[src/hdl/poi_pkg.sv]
// shared constants, types and the cordic arctangent table for the odometry integrator
// no dependencies
package poi_pkg;

  localparam int unsigned MAX_STEP_US  = 1000000;
  localparam int unsigned CORDIC_STEPS = 16;
  localparam int unsigned CORD_IW      = $clog2(CORDIC_STEPS);
  localparam int unsigned DT_W         = $clog2(MAX_STEP_US + 1);

  // cordic datapath, Q2.30 with headroom
  localparam int unsigned CW = 34;
  localparam logic signed [CW-1:0] CORDIC_GAIN = 34'sd652032874;

  // rounding division by a constant
  localparam int unsigned DIV_QB = 27;
  localparam int unsigned DIV_W  = 57;
  localparam logic [DIV_W-1:0] DEN_POS = 57'd1024000000;
  localparam logic [DIV_W-1:0] DEN_YAW = 57'd1000000;

  // both divisors are a power of two times 15625: shift first, then a reciprocal multiply
  localparam int unsigned DIV_NW     = 41;
  localparam int unsigned DIV_POS_SH = 16;
  localparam int unsigned DIV_YAW_SH = 6;
  localparam logic [DIV_NW-1:0] DIV_ODD   = 41'd15625;
  localparam logic [31:0]       DIV_RECIP = 32'd2251799813;  // floor(2^45 / 15625)

  // configuration register indexes
  typedef enum logic [2:0] {
    REG_MOTION_ENABLE = 3'd0,
    REG_CMD_TIMEOUT   = 3'd1,
    REG_MOUNT_X       = 3'd2,
    REG_MOUNT_Y       = 3'd3,
    REG_MOUNT_Z       = 3'd4,
    REG_MOUNT_YAW     = 3'd5,
    REG_BASE_HEIGHT   = 3'd6
  } reg_idx_e;

  typedef struct packed {
    logic           start;
    logic           pos_den;
    logic [DIV_W-1:0] num;
  } div_req_t;

  function automatic logic signed [CW-1:0] atan_val(input logic [4:0] idx);
    logic signed [CW-1:0] v;
    unique case (idx)
      5'd0:  v = 34'sd536870912;
      5'd1:  v = 34'sd316933406;
      5'd2:  v = 34'sd167458907;
      5'd3:  v = 34'sd85004756;
      5'd4:  v = 34'sd42667331;
      5'd5:  v = 34'sd21354465;
      5'd6:  v = 34'sd10679838;
      5'd7:  v = 34'sd5340245;
      5'd8:  v = 34'sd2670163;
      5'd9:  v = 34'sd1335087;
      5'd10: v = 34'sd667544;
      5'd11: v = 34'sd333772;
      5'd12: v = 34'sd166886;
      5'd13: v = 34'sd83443;
      5'd14: v = 34'sd41722;
      5'd15: v = 34'sd20861;
      5'd16: v = 34'sd10430;
      5'd17: v = 34'sd5215;
      5'd18: v = 34'sd2608;
      5'd19: v = 34'sd1304;
      5'd20: v = 34'sd652;
      5'd21: v = 34'sd326;
      5'd22: v = 34'sd163;
      5'd23: v = 34'sd81;
      default: v = '0;
    endcase
    return v;
  endfunction

endpackage

[src/hdl/poi_div.sv]
// division by the constant microsecond scale: shift, reciprocal multiply, one correction step
// depends on poi_pkg
module poi_div (
  input  logic                        clk_i,
  input  logic                        rst_ni,
  input  poi_pkg::div_req_t           req_i,
  output logic                        done_o,
  output logic [poi_pkg::DIV_QB-1:0]  quo_o
);

  logic [poi_pkg::DIV_NW-1:0]  n_q, qm_q;
  logic [63:0]                 p_q;
  logic [poi_pkg::DIV_QB-1:0]  qe_q, quo_q;
  logic [2:0]                  ph_q;
  logic                        done_q;
  logic [poi_pkg::DIV_NW-1:0]  n_sh, rem;

  always_comb begin
    n_sh = req_i.pos_den ? poi_pkg::DIV_NW'(req_i.num >> poi_pkg::DIV_POS_SH)
                         : poi_pkg::DIV_NW'(req_i.num >> poi_pkg::DIV_YAW_SH);
    rem  = n_q - qm_q;
  end

  always_ff @(posedge clk_i or negedge rst_ni) begin
    if (!rst_ni) begin
      ph_q   <= '0;
      done_q <= 1'b0;
    end else begin
      done_q <= 1'b0;
      if (req_i.start) begin
        n_q  <= n_sh;
        ph_q <= 3'b001;
      end else if (ph_q[0]) begin
        // estimate is the true quotient or one below it
        p_q  <= 64'(n_q[poi_pkg::DIV_NW-1:9]) * 64'(poi_pkg::DIV_RECIP);
        ph_q <= 3'b010;
      end else if (ph_q[1]) begin
        qe_q <= p_q[62:36];
        qm_q <= poi_pkg::DIV_NW'(p_q[62:36]) * poi_pkg::DIV_ODD;
        ph_q <= 3'b100;
      end else if (ph_q[2]) begin
        quo_q  <= (rem >= poi_pkg::DIV_ODD) ? qe_q + 1'b1 : qe_q;
        done_q <= 1'b1;
        ph_q   <= '0;
      end
    end
  end

  assign done_o = done_q;
  assign quo_o  = quo_q;

endmodule

[config.mk]
export PLATFORM = sky130hd
export DESIGN_NAME = poi_div
export DESIGN_NICKNAME = d
export VERILOG_FILES = /design/src/hdl/poi_pkg.sv /design/src/hdl/poi_div.sv
export SDC_FILE = /design/constraint.sdc
export NUM_CORES = 2
export LEC_CHECK = 0
export BUFFER_PORTS_ARGS = -buffer_cell sky130_fd_sc_hd__buf_2
export CAP_MARGIN = 20
export CORE_UTILIZATION = 60
export CTS_BUF_LIST = sky130_fd_sc_hd__clkbuf_8 sky130_fd_sc_hd__clkbuf_16
export DETAILED_ROUTE_END_ITERATION = 16
export PLACE_DENSITY = 0.92
export SLEW_MARGIN = 20
export SYNTH_ARGS = -nofsm -noshare
export SYNTH_HDL_FRONTEND = slang
export SYNTH_SLANG_ARGS = --single-unit
[constraint.sdc]
create_clock -name clk_i -period 8.1 [get_ports clk_i]
set_input_delay 0.81 -clock clk_i [delete_from_list [all_inputs] [get_ports clk_i]]
set_output_delay 0.81 -clock clk_i [all_outputs]
set_load 0.1 [all_outputs]
==> out/results.tsv <==
stage	metric	value	unit
status	status	finished clean	
synth	largest area contributor in the netlist	fa_1	
worst_setup_path	Worst Path Required	8310	ps
worst_setup_path	cell mode on critical path	fa_1	
sta	pins over their slew limit	0	
synth	Synth warnings	0	
worst_setup_path	Crit. End Element	flip-flop	
sta	Max Fclk	0.126	GHz
synth	fraction of the mapped netlist area in compound gates	0.0856	
worst_setup_path	CP max FO	4	
sta	Min Clock Period, post-route	7930	ps
worst_setup_path	worst setup path class	reg2reg	
sta	Slew @ Worst Pin	966	ps
place	GPL Wtd Cong	0.984	
sta	Final period util	0.979	
place	placed cells	3674	
synth	Seq/Total Area, Yosys	0.161	
clock_network	TritonCTS clock tree	built	
clock_network	number of hold buffers added after CTS	0	
clock_network	clock sinks	164	
synth	Post-synth EDFFs	160	
synth	Mapped Area	30500	sq um
place	hpwl dp	66300	um
drt	mean routed wirelength per cell	21.9	um
sta	clock skew	12.1	ps
synth	Yosys cell types	84	
die	# IOs	89	
clock_network	htree depth	4	
sta	setup violators final	0	
layout	share of layout cells above drive strength 1	0.0879	
clock_network	Worst-Skew Late Latency	460	ps
synth	synthesized flop and latch total	164	
clock_network	CTS Buffer Depth	2	
drt	residual DRC count	0	
synth	synthesized instance count	2897	
worst_setup_path	CP peak stage delay	560	ps
synth	top cells by area, synth	fa_1 31%, ha_1 23%, edfxtp_1 16%, inv_1 9.6%, xnor2_1 2.6%	
layout	Ant. Diodes	0	
die	height of the die	227	um
synth	average size of a mapped cell	10.5	sq um
worst_setup_path	Reg2Reg Depth	27	
clock_network	CTS buffer count	17	
global_route	Congestion Overflow GR	0	
layout	Layout area overhead	7.54	%
place	Port Buf Inserts	82	
layout	Layout fillers	3432	
die	die area	51700	sq um
synth	Syn Nets	3990	
synth	Synth Area in Adders	0.541	
worst_setup_path	flop2flop setup slack	170	ps
worst_setup_path	crit start category	flip-flop	
synth	mux contribution to synthesized area	0.0158	
synth	simple-gate area share of the yosys netlist	0.0559	
layout	NumNets Final	4128	
worst_setup_path	reg2reg start	n_q[22]$_DFFE_PP_	
clock_network	clock root cell	clkbuf_16	
synth	Yosys top cell area share	0.314	
die	Die Wd	227	um
drt	final WL	81300	um
die	core footprint	50200	sq um
global_route	maximum number of pins on one net before global-route repair	66	
worst_setup_path	critical path arrival	8140	ps
synth	Async SR Flop Fraction	0.0244	
drt	vias per cell	6.01	
worst_setup_path	end of the critical path	p_q[61]$_DFFE_PP_	
global_route	initial antenna violation count	0	
synth	Post-synth top flop	edfxtp_1	
sta	Final Hold Fails	0	
drt	vias	22400	
synth	largest family of logic cells by synthesized area	adder cells	
worst_setup_path	R2R Path End	p_q[61]$_DFFE_PP_	
global_route	GRT Util Overall	0.325	
layout	fin cells	3720	
run	max-cap violations	0	
worst_setup_path	Worst Setup SP	n_q[22]$_DFFE_PP_	
drt	drt first pass iters	8	
drt	antenna violation net count after detailed routing	0	
global_route	first-pass GRT wire length	127000	um
die	starting density of the core	0.608	
global_route	vias in the first global route	24300	
clock_network	clk slew on worst S/H paths	80	ps
die	FP Rows	82	
drt	DR iter-0 viols	2083	
worst_hold_path	min-delay worst type	in2async	
worst_setup_path	Slowest-stage cell, CP	fa_1	
sta	Slew HR	0.356	
synth	synthesized-area fraction occupied by xor and xnor cells	0.0394	
## state kept, by name, indices dropped and copies added (netlist names)
name and cells:
n_q 41, qm_q 41, p_q 27, quo_o 27, qe_q 24, ph_q 3, done_o 1
## synthesized netlist by cell type, types with 10 or more instances
cell and n:
nor2_1 64, a21oi_1 108, ha_1 553, fa_1 479
xnor2_1 90, nand2b_1 15, o21bai_1 11, nor2b_1 15
edfxtp_1 160, nor3_1 25, nand4_1 46, inv_1 778
o21ai_0 62, o211ai_1 10, xor2_1 47, clkbuf_1 12
a211oi_1 10, nand2_1 65, a21o_1 79, mux2_2 41
o21a_1 19, nand3_1 37, and3_1 18
## layer usage
layer  share of wire  global-route usage  wire (um)  vias up
li1                -                   -          -     9719
met1            0.36               0.382      29200    11000
met5               0                   0          0        -
met2            0.48               0.535      38900     1244
met3           0.094              0.0856       7670      423
met4           0.068               0.198       5550        0
## worst min path at each step
stage / from / endpoint / slack [ps] / cells past startpoint
after global routing: rst_ni / done_o$_DFF_PN0_ / 160 / 1
after detailed placement: ph_q[1]$_DFF_PN0_ / done_o$_DFF_PN0_ / 420 / 1
final: rst_ni / ph_q[2]$_DFF_PN0_ / 160 / 1
after floorplan: ph_q[1]$_DFF_PN0_ / done_o$_DFF_PN0_ / 410 / 1
after CTS: rst_ni / done_o$_DFF_PN0_ / 160 / 1
after global placement: ph_q[1]$_DFF_PN0_ / done_o$_DFF_PN0_ / 420 / 1
## repair_timing
action	4_1_cts	5_1_grt
buffers inserted	0	14
gates resized for setup	0	23
setup endpoints to repair	0	12
## cells by family after synthesis
group,count (synthesis)
AOI/OAI and AO/OA,387
xor gates and xnor gates,137
adders and majority gates,1032
buffers and inverters,807
DFF,164
muxes,43
and+or+nand+nor,327
## critical path, delay by kind of cell (launching register included)
| family | cells | cell delay, ps |
|---|---|---|
| adder cells (fa/ha/maj) | 9 | 4320 |
| AO/OA/AOI/OAI | 9 | 2200 |
| buffers and inverters | 6 | 410 |
| flip-flops | 1 | 370 |
| AND/OR/NAND/NOR | 2 | 300 |
| XOR/XNOR | 1 | 70 |
## final cells by class
type / instances / area, sq um / share of cell area
multi-input cells: 1926 / 22600 / 0.689
flip-flops and latches: 164 / 4900 / 0.150
inverters: 778 / 2930 / 0.0894
repair buffers: 148 / 913 / 0.0279
well taps: 672 / 841 / 0.0256
clock buffers: 17 / 425 / 0.0130
clock inverters: 15 / 183 / 0.00557
## metrics by stage
stage / utilization / hold slack [ps] / setup WS [ps] / TNS, ps / cell area (sq um)
global route: 0.654 / 157 / -27.6 / -27.6 / 32800
finish: 0.654 / 159 / 174 / 0 / 32800
CTS: 0.649 / 156 / 13.1 / 0 / 32600
detailed placement: 0.637 / 423 / 42.5 / 0 / 32000
floorplan: - / 408 / 438 / 0 / 30500
global placement: 0.637 / 423 / 151 / 0 / 32000
## placed cells by master, fill, tap and decap left out, types with 7 or more instances in the layout
| cell type | synthesis | layout |
|---|---|---|
| ha_1 | 553 | 550 |
| buf_2 | 5 | 82 |
| a211oi_1 | 10 | 9 |
| a22oi_1 | 7 | 7 |
| nand4_1 | 46 | 46 |
| nand3_1 | 37 | 37 |
| o211ai_1 | 10 | 10 |
| xor2_1 | 47 | 47 |
| and4_1 | 7 | 7 |
| o21a_1 | 19 | 19 |
| nor3_1 | 25 | 25 |
| inv_1 | 778 | 769 |
| a21oi_1 | 108 | 107 |
| and3_1 | 18 | 18 |
| buf_4 | 4 | 64 |
| edfxtp_1 | 160 | 160 |
| nand2b_1 | 15 | 15 |
| nor2b_1 | 15 | 15 |
| o21bai_1 | 11 | 11 |
| fa_1 | 479 | 479 |
| xnor2_1 | 90 | 90 |
| mux2_2 | 41 | 41 |
| o21ai_0 | 62 | 62 |
| a21o_1 | 79 | 79 |
| nor2_1 | 64 | 64 |
| nand2_1 | 65 | 65 |
| clkbuf_16 | 0 | 17 |
| a31oi_1 | 9 | 8 |
Power is not shown: default switching activity piles up to over one toggle a cycle in this logic, so the estimate is an artifact.
