==> config.mk <==
export PLATFORM = sky130hd
export DESIGN_NAME = poi_cordic
export DESIGN_NICKNAME = d
export VERILOG_FILES = /design/src/hdl/poi_pkg.sv /design/src/hdl/poi_cordic.sv
export SDC_FILE = /design/constraint.sdc
export NUM_CORES = 1
export LEC_CHECK = 0
export BUFFER_PORTS_ARGS = -buffer_cell sky130_fd_sc_hd__buf_2
export CORE_MARGIN = 5
export CORE_UTILIZATION = 60
export CTS_CLUSTER_DIAMETER = 150
export CTS_CLUSTER_SIZE = 30
export DETAILED_ROUTE_END_ITERATION = 10
export PLACE_DENSITY = 0.79
export SLEW_MARGIN = 5
export SYNTH_ARGS = -nofsm -noshare
export SYNTH_HDL_FRONTEND = slang
export SYNTH_SLANG_ARGS = --single-unit
==> constraint.sdc <==
create_clock -name clk_i -period 7.6 [get_ports clk_i]
set_input_delay 0 -clock clk_i [delete_from_list [all_inputs] [get_ports clk_i]]
set_output_delay 0 -clock clk_i [all_outputs]
set_load 0.01 [all_outputs]
==> src/hdl/poi_pkg.sv <==
// shared constants, types and the cordic arctangent table for the odometry integrator
// no dependencies
package poi_pkg;

  localparam int unsigned MAX_STEP_US  = 1000000;
  localparam int unsigned CORDIC_STEPS = 16;
  localparam int unsigned CORD_IW      = $clog2(CORDIC_STEPS);
  localparam int unsigned DT_W         = $clog2(MAX_STEP_US + 1);

  // cordic datapath, Q2.30 with headroom
  localparam int unsigned CW = 34;
  localparam logic signed [CW-1:0] CORDIC_GAIN = 34'sd652032874;

  // rounding division by a constant
  localparam int unsigned DIV_QB = 27;
  localparam int unsigned DIV_W  = 57;
  localparam logic [DIV_W-1:0] DEN_POS = 57'd1024000000;
  localparam logic [DIV_W-1:0] DEN_YAW = 57'd1000000;

  // both divisors are a power of two times 15625: shift first, then a reciprocal multiply
  localparam int unsigned DIV_NW     = 41;
  localparam int unsigned DIV_POS_SH = 16;
  localparam int unsigned DIV_YAW_SH = 6;
  localparam logic [DIV_NW-1:0] DIV_ODD   = 41'd15625;
  localparam logic [31:0]       DIV_RECIP = 32'd2251799813;  // floor(2^45 / 15625)

  // configuration register indexes
  typedef enum logic [2:0] {
    REG_MOTION_ENABLE = 3'd0,
    REG_CMD_TIMEOUT   = 3'd1,
    REG_MOUNT_X       = 3'd2,
    REG_MOUNT_Y       = 3'd3,
    REG_MOUNT_Z       = 3'd4,
    REG_MOUNT_YAW     = 3'd5,
    REG_BASE_HEIGHT   = 3'd6
  } reg_idx_e;

  typedef struct packed {
    logic           start;
    logic           pos_den;
    logic [DIV_W-1:0] num;
  } div_req_t;

  function automatic logic signed [CW-1:0] atan_val(input logic [4:0] idx);
    logic signed [CW-1:0] v;
    unique case (idx)
      5'd0:  v = 34'sd536870912;
      5'd1:  v = 34'sd316933406;
      5'd2:  v = 34'sd167458907;
      5'd3:  v = 34'sd85004756;
      5'd4:  v = 34'sd42667331;
      5'd5:  v = 34'sd21354465;
      5'd6:  v = 34'sd10679838;
      5'd7:  v = 34'sd5340245;
      5'd8:  v = 34'sd2670163;
      5'd9:  v = 34'sd1335087;
      5'd10: v = 34'sd667544;
      5'd11: v = 34'sd333772;
      5'd12: v = 34'sd166886;
      5'd13: v = 34'sd83443;
      5'd14: v = 34'sd41722;
      5'd15: v = 34'sd20861;
      5'd16: v = 34'sd10430;
      5'd17: v = 34'sd5215;
      5'd18: v = 34'sd2608;
      5'd19: v = 34'sd1304;
      5'd20: v = 34'sd652;
      5'd21: v = 34'sd326;
      5'd22: v = 34'sd163;
      5'd23: v = 34'sd81;
      default: v = '0;
    endcase
    return v;
  endfunction

endpackage

==> src/hdl/poi_cordic.sv <==
// iterative rotation-mode cordic, one micro-rotation per cycle
// depends on poi_pkg
module poi_cordic (
  input  logic                             clk_i,
  input  logic                             rst_ni,
  input  logic                             start_i,
  input  logic [31:0]                      phase_i,
  output logic                             done_o,
  output logic signed [poi_pkg::CW-1:0]    sin_o,
  output logic signed [poi_pkg::CW-1:0]    cos_o
);

  logic signed [poi_pkg::CW-1:0] x_q, y_q, a_q;
  logic [poi_pkg::CORD_IW-1:0]   i_q;
  logic                          run_q, flip_q, done_q;
  logic signed [poi_pkg::CW-1:0] a_in, xs, ys, at;

  always_comb begin
    a_in = poi_pkg::CW'($signed(phase_i));
    xs   = x_q >>> i_q;
    ys   = y_q >>> i_q;
    at   = poi_pkg::atan_val(5'(i_q));
  end

  always_ff @(posedge clk_i or negedge rst_ni) begin
    if (!rst_ni) begin
      run_q  <= 1'b0;
      done_q <= 1'b0;
      i_q    <= '0;
      flip_q <= 1'b0;
    end else begin
      done_q <= 1'b0;
      if (start_i) begin
        // fold the angle into the right half plane
        if (a_in > 34'sd1073741824) begin
          a_q    <= a_in - 34'sd2147483648;
          flip_q <= 1'b1;
        end else if (a_in < -34'sd1073741824) begin
          a_q    <= a_in + 34'sd2147483648;
          flip_q <= 1'b1;
        end else begin
          a_q    <= a_in;
          flip_q <= 1'b0;
        end
        x_q   <= poi_pkg::CORDIC_GAIN;
        y_q   <= '0;
        i_q   <= '0;
        run_q <= 1'b1;
      end else if (run_q) begin
        if (!a_q[poi_pkg::CW-1]) begin
          x_q <= x_q - ys;
          y_q <= y_q + xs;
          a_q <= a_q - at;
        end else begin
          x_q <= x_q + ys;
          y_q <= y_q - xs;
          a_q <= a_q + at;
        end
        i_q <= i_q + 1'b1;
        if (i_q == poi_pkg::CORD_IW'(poi_pkg::CORDIC_STEPS - 1)) begin
          run_q  <= 1'b0;
          done_q <= 1'b1;
        end
      end
    end
  end

  assign done_o = done_q;
  assign cos_o  = flip_q ? -x_q : x_q;
  assign sin_o  = flip_q ? -y_q : y_q;

endmodule

==> impl_metrics.yaml, run 1 <==
routing:
  vias_per_cell: 6.75
  drtIter0Drc: 1957
  ant_nets: 0
  routedWlPerCell_um: 21.6
  vias: 17529
  drc: 0
  finalWirelength_um: 56100
  first_pass_iters: 6
grt:
  first_global_vias: 16723
  overflow: 0
  grt_max_degree: 67
  grt_use_total_pct: 32.4
  grt_first_pass_wirelength_um: 88900
  antenna_found_initial: 0
sta:
  finalSetupViolCount: 0
  fin_setup_tns_ns: 0
  slew_viol_final: 0
  rsz0062_at_grt: "no"
  setup_ws_ns: 0.806
  hold_violations: 0
  holdWs_ns: 0.0220
  period_share_pct: 89.4
  worst_pin_slew_ns: 1.14
  min_period_ns: 6.79
  skew_ns: 0.0154
  fmax_mhz: 147
  slew_headroom_pct: 21.8
power_and_ir_drop:
  power_frac_comb_pct: 76.5
  p_leak_nw: 7.61
  worst_ir_drop_vdd_mv: 0.190
  power_frac_seq_pct: 18.4
  p_per_area_nw_per_um2: 508
  intPower_mw: 4.60
  p_switching_mw: 5.03
  swShare_pct: 52.2
  clkPwrFrac_pct: 5.0
die:
  die_x_um: 183
  pin_count: 104
  start_util_pct: 60.8
  die_h_um: 183
  placementRows: 63
  die-area_um2: 33600
  core_um2: 29600
synthesis:
  synth_top_area_cell: "edfxtp_1"
  synth_area_um2: 18000
  syn_avg_cell_area_um2: 8.23
  synth_compound_area_share_pct: 23.4
  muxShareOfSynthArea_pct: 14.9
  synthSimpleGateAreaFrac_pct: 18.1
  ys_ff_latch: 109
  ys_top_cells_by_area: "edfxtp_1 17%, ha_1 8.0%, mux4_2 7.9%, xnor2_1 7.2%, a21oi_1 5.1%"
  yosysTopAreaCellShare_pct: 17.0
  synth_fa_ha_area_share_pct: 8.31
  postSynthNetCount: 2344
  synth_edf_count: 102
  synthCells: 2191
  ys_types: 93
  synthFlopType: "edfxtp_1"
  synth_xor_area_share_pct: 11.2
  synth_top_family_by_area: "compound AO/OA/AOI/OAI gates"
  async_flop_share_pct: 6.42
  yosysSeqAreaShare_pct: 18.0
  yosys_warnings: 0
run:
  cap_violations: 0
clock_tree:
  clock_latency_ns: 0.38
  cts_root_buffer: "clkbuf_16"
  clock_sinks: 109
  clk_pin_slew_ns: 0.08
  cts_buffers: 9
  cts_max_level: 3
  clockBufferDepth: 2
  tritoncts: "built"
final_layout:
  multi_input_area_um2: 13700
  layout.cells.non_filler: 2595
  drive_above_1_share_pct: 13.2
  num-fill-cells: 2570
  layout_common_cells: "227 x nand2_1, 185 x a21oi_1, 173 x nor2_1"
  area_growth_pct: 5.17
  nets: 2353
  antenna_cells: 0
  seqCellArea_um2: 3250
  layout_commonest_cell: "nand2_1"
worst_setup_path:
  cp.required_ns: 7.73
  worstSetupPathDepth: 20
  cpPeakStageDelay_ns: 0.94
  cp_num_buf_inv: 1
  cp_max_fo: 52
  worstPathCellList: "buf_4 > mux4_2 > a22o_1 > a221oi_2 > nor2b_1 > nand4_1 > nor3b_1 > nor2_1 > xnor2_1 > ha_1 > a21oi_1 > o21ai_0 > a221oi_1 > and2_1 > nand3b_1 > nand3_1 > nand2_1 > a21o_1 > a21o_1 > a311o_1"
  path_class: "register to register"
  crit_path_end_kind: "register"
  crit_top_cell: "a21o_1"
  cp.arrival_ns: 6.92
  crit_path_start_kind: "register"
  cp_slowest_cell: "dfrtp_4"
  worst-r2r-cell-count: 20
  critPathTopFamily: "simple AND/OR/NAND/NOR gates"
placement:
  dp_hpwl_um: 41700
  gp_congestion: 0.990
  io_buffers: 103
  dp_slack_ns: 0.920
  placed_cells: 2549
run_status:
  status: "finished, final reports clean"
worst_hold_path:
  hold_class: "input pin to register"
  holdPathStages: 3
## power groups by stage
stage	combinational [mW]	sequential (mW)	clock, mW
finish	7.37	1.78	0.482
global route	8.14	1.80	0.516
CTS	7.30	1.75	0.490
detailed placement	7.25	1.76	0
global placement	7.09	1.75	0
floorplan	6.04	1.24	0
## path summary, 6_finish.rpt
path,from,endpoint,slack [ns]
worst min-delay path,phase_i[30],a_q[30]$_DFFE_PP_,0.02
worst max register to register,i_q[0]$_DFFE_PN0N_,x_q[31]$_SDFFCE_PP0P_,0.81
max in group asynchronous,rst_ni,run_q$_DFF_PN0_,6.49
worst max-delay path,i_q[0]$_DFFE_PN0N_,x_q[31]$_SDFFCE_PP0P_,0.81
min in group asynchronous,rst_ni,done_o$_DFF_PN0_,0.11
worst min register to register,a_q[0]$_DFFE_PP_,a_q[0]$_DFFE_PP_,0.70
## worst min-delay path: stages
cell and delay, ns:
buf_2 0.10, nand2_1 0.10, o21ai_0 0.09
## synthesized netlist by cell type, drive strengths merged (22+ instances only)
library cell and instances:
o21ai 141, nand2 227, edfxtp 102, ha 115, buf 65, mux2i 76, a21oi 185, xnor2 149
clkbuf 103, mux2 37, a21o 57, a31oi 34, inv 49, nor2 173, o31ai 29, nor2b 24
mux4 66, a211oi 22, xor2 82, nand4 25, nand2b 25, nand3 37, nor3 45
## final cells by class
type | instances | area share [%]
clock inverters | 7 | 0.251
flip-flops and latches | 109 | 17.2
clock buffers | 9 | 1.19
multi-input cells | 1862 | 72.2
inverters | 52 | 1.03
well taps | 390 | 2.57
repair buffers | 166 | 5.64
## per-layer routing
| metal | wire length (um) | track usage, % |
|---|---|---|
| met1 | 21800 | 40.1 |
| met2 | 27300 | 56.6 |
| met3 | 3730 | 3.13 |
| met4 | 3230 | 15.9 |
| met5 | 0 | 0 |
## flip-flops by register name, indices dropped and copies added, names as in the netlist
signal / flops
a_q: 34
x_q: 34
y_q: 34
i_q: 4
done_o: 1
flip_q: 1
run_q: 1
## kinds of logic (layout without fill, tap and decap cells)
family / count (synthesis) / count (layout)
AND/OR/NAND/NOR: 682 / 682
AO/OA/AOI/OAI: 652 / 652
XOR/XNOR: 231 / 231
buffers and inverters: 220 / 234
multiplexers: 179 / 179
adder cells (fa/ha/maj): 118 / 118
flip-flops: 109 / 109
## metrics by stage
step | cell area, um^2 | power (mW) | utilization (%)
floorplan | 18000 | 7.28 | -
finish | 19000 | 9.63 | 64.0
CTS | 19000 | 9.54 | 64.0
detailed placement | 18400 | 9.01 | 62.0
global placement | 18400 | 8.84 | 62.0
global route | 19000 | 10.5 | 64.0
## repair_timing
action                                 4_1_cts  5_1_grt
buffers inserted                             0        0
hold buffers                                30        0
resized for setup                            0        0
endpoints found under the hold margin       35        0
No activity file was read; power rests on OpenSTA's default activity.
==> inputs of run 2 (changes only) <==
--- a/config.mk
+++ b/config.mk
@@ -7,7 +7,7 @@
 export LEC_CHECK = 0
 export BUFFER_PORTS_ARGS = -buffer_cell sky130_fd_sc_hd__buf_2
 export CORE_MARGIN = 5
-export CORE_UTILIZATION = 60
+export CORE_UTILIZATION = 58
 export CTS_CLUSTER_DIAMETER = 150
 export CTS_CLUSTER_SIZE = 30
 export DETAILED_ROUTE_END_ITERATION = 10
==> constraint.sdc (replaced) <==
create_clock -name clk_i -period 6 [get_ports clk_i]
set_input_delay 0 -clock clk_i [delete_from_list [all_inputs] [get_ports clk_i]]
set_output_delay 0 -clock clk_i [all_outputs]
set_load 0.01 [all_outputs]
==> run 2 against run 1 <==
  * Design area rose by 5.2%
  * Flip-flop and latch count did not move
  * Register-to-register slack got worse by 0.60 ns
  * Combinational power rose by 40%
  * Power rose by 35%
  * First-iteration DRC count fell by 7.0%
  * Clock skew fell by 0.0027 ns
  * Sequential share of layout area fell by 0.85 points
  * Worst hold slack improved by 0.070 ns
  * Final cell count rose by 4.0%
  * Fmax rose by 17%
  * Sequential power rose by 15%
  * Critical path type unchanged
==> impl_metrics.yaml, run 2 (synthesis gave the netlist of run 1 again) <==
run_status:
  status: "finished, final reports clean"
routing:
  drc: 0
  vias_per_cell: 6.75
  routedWlPerCell_um: 22.7
  first_pass_iters: 6
  finalWirelength_um: 61300
  vias: 18211
  drtIter0Drc: 1820
  wl_met3_um: 4000
  wl_met1_um: 23900
  highest_layer: "met5"
  wl_met2_um: 29500
  ant_nets: 0
power_and_ir_drop:
  p_leak_nw: 8.16
  worst_ir_drop_vdd_mv: 0.283
  p_per_area_nw_per_um2: 652
grt:
  grt_max_degree: 81
  antenna_found_initial: 1
  first_global_vias: 17574
  grt_first_pass_wirelength_um: 95600
  grt_use_total_pct: 33.5
  overflow: 0
worst_setup_path:
  cp.arrival_ns: 5.97
  path_class: "register to register"
  crit_path_end_kind: "register"
  crit_path_start_kind: "register"
  cp_max_fo: 14
  cp.required_ns: 6.17
final_layout:
  nets: 2451
  reg_top3: "a_q (34), x_q (34), y_q (34)"
  layout_commonest_cell: "nand2_1"
  layout_common_cells: "227 x nand2_1, 184 x a21oi_1, 172 x nor2_1"
  antenna_cells: 0
  area_growth_pct: 10.6
  num-fill-cells: 2633
  post-route-util_pct: 65.0
  drive_above_1_share_pct: 17.7
worst_hold_path:
  hold_class: "input pin to register"
clock_tree:
  tritoncts: "built"
  clock_latency_ns: 0.38
  cts_root_buffer: "clkbuf_16"
  cts_max_level: 3
  clockBufferDepth: 2
  clock_sinks: 109
  cts_buffers: 9
  clk_pin_slew_ns: 0.09
die:
  die_h_um: 186
  die_x_um: 186
  core_um2: 30700
  start_util_pct: 58.8
  die-area_um2: 34700
  placementRows: 64
  pin_count: 104
sta:
  holdWs_ns: 0.0918
  min_period_ns: 5.80
  period_share_pct: 96.6
  finalSetupViolCount: 0
  fin_setup_tns_ns: 0
  worst_pin_slew_ns: 1.05
  hold_violations: 0
  slew_viol_final: 0
  fmax_mhz: 173
  slew_headroom_pct: 29.8
  skew_ns: 0.0127
run:
  cap_violations: 0
placement:
  dp_hpwl_um: 45800
  io_buffers: 103
  gp_congestion: 0.998
==> run 2: cell type report <==
class	count	area (um^2)	area share, %
inverters	52	199	0.997
flip-flops and latches	109	3250	16.3
repair buffers	264	1920	9.60
well taps	396	495	2.48
clock buffers	10	239	1.20
multi-input cells	1862	13800	69.1
clock inverters	6	70.1	0.351
==> run 2: layer usage <==
metal | track usage [%] | vias to the layer above
li1 | - | 8418
met1 | 40.9 | 8716
met2 | 57.9 | 857
met3 | 3.70 | 218
met4 | 18.2 | 2
met5 | 0 | -
==> run 2: report_power, final <==
part           internal, mW  switching, mW
Combinational          4.59           5.70
Sequential             1.37          0.671
Clock                 0.339          0.334
==> run 2: repair_timing <==
action	CTS	global route
resized for setup	0	15
setup buffers	0	6
setup endpoints to repair	0	17
hold endpoints to repair	31	0
hold buffers	31	0
==> run 2: stage by stage <==
stage | setup slack, ns | power [mW] | instance area (um^2) | instances
2_1_floorplan | -0.0434 | 9.28 | 18100 | 2191
3_3_place_gp | 0.262 | 11.8 | 19200 | 2646
3_5_place_dp | 0.112 | 12.0 | 19200 | 2646
4_1_cts | 0.0433 | 12.8 | 19800 | 2693
5_1_grt | -0.00468 | 14.1 | 19900 | 2699
6_report | 0.203 | 13.0 | 19900 | 2699
==> run 2: critical path, cell delays in order, from the launching register on <==
cell,delay [ns]
dfrtp_4,0.57
mux2_2,0.43
mux4_2,0.51
or4b_1,0.52
o31ai_1,0.10
and3_1,0.31
and4b_1,0.35
a21oi_1,0.11
xnor2_1,0.16
ha_1,0.40
nand4_1,0.24
nor4_1,0.33
o211ai_1,0.18
nand3_1,0.18
a31oi_2,0.14
o21ai_0,0.36
nor4b_2,0.10
or4_1,0.48
o311ai_0,0.11
==> run 2: final timing paths <==
path                               startpoint               endpoint  slack (ns)  cells past startpoint
max                        i_q[3]$_DFFE_PN0N_  y_q[32]$_SDFFCE_PP0P_        0.20                     18
min                               phase_i[29]      a_q[29]$_DFFE_PP_        0.09                      3
max reg2reg                i_q[3]$_DFFE_PN0N_  y_q[32]$_SDFFCE_PP0P_        0.20                     18
min reg2reg                  a_q[0]$_DFFE_PP_       a_q[0]$_DFFE_PP_        0.70                      2
max in group asynchronous              rst_ni     i_q[0]$_DFFE_PN0N_        5.25                      2
min in group asynchronous              rst_ni     i_q[3]$_DFFE_PN0N_        0.26                      2
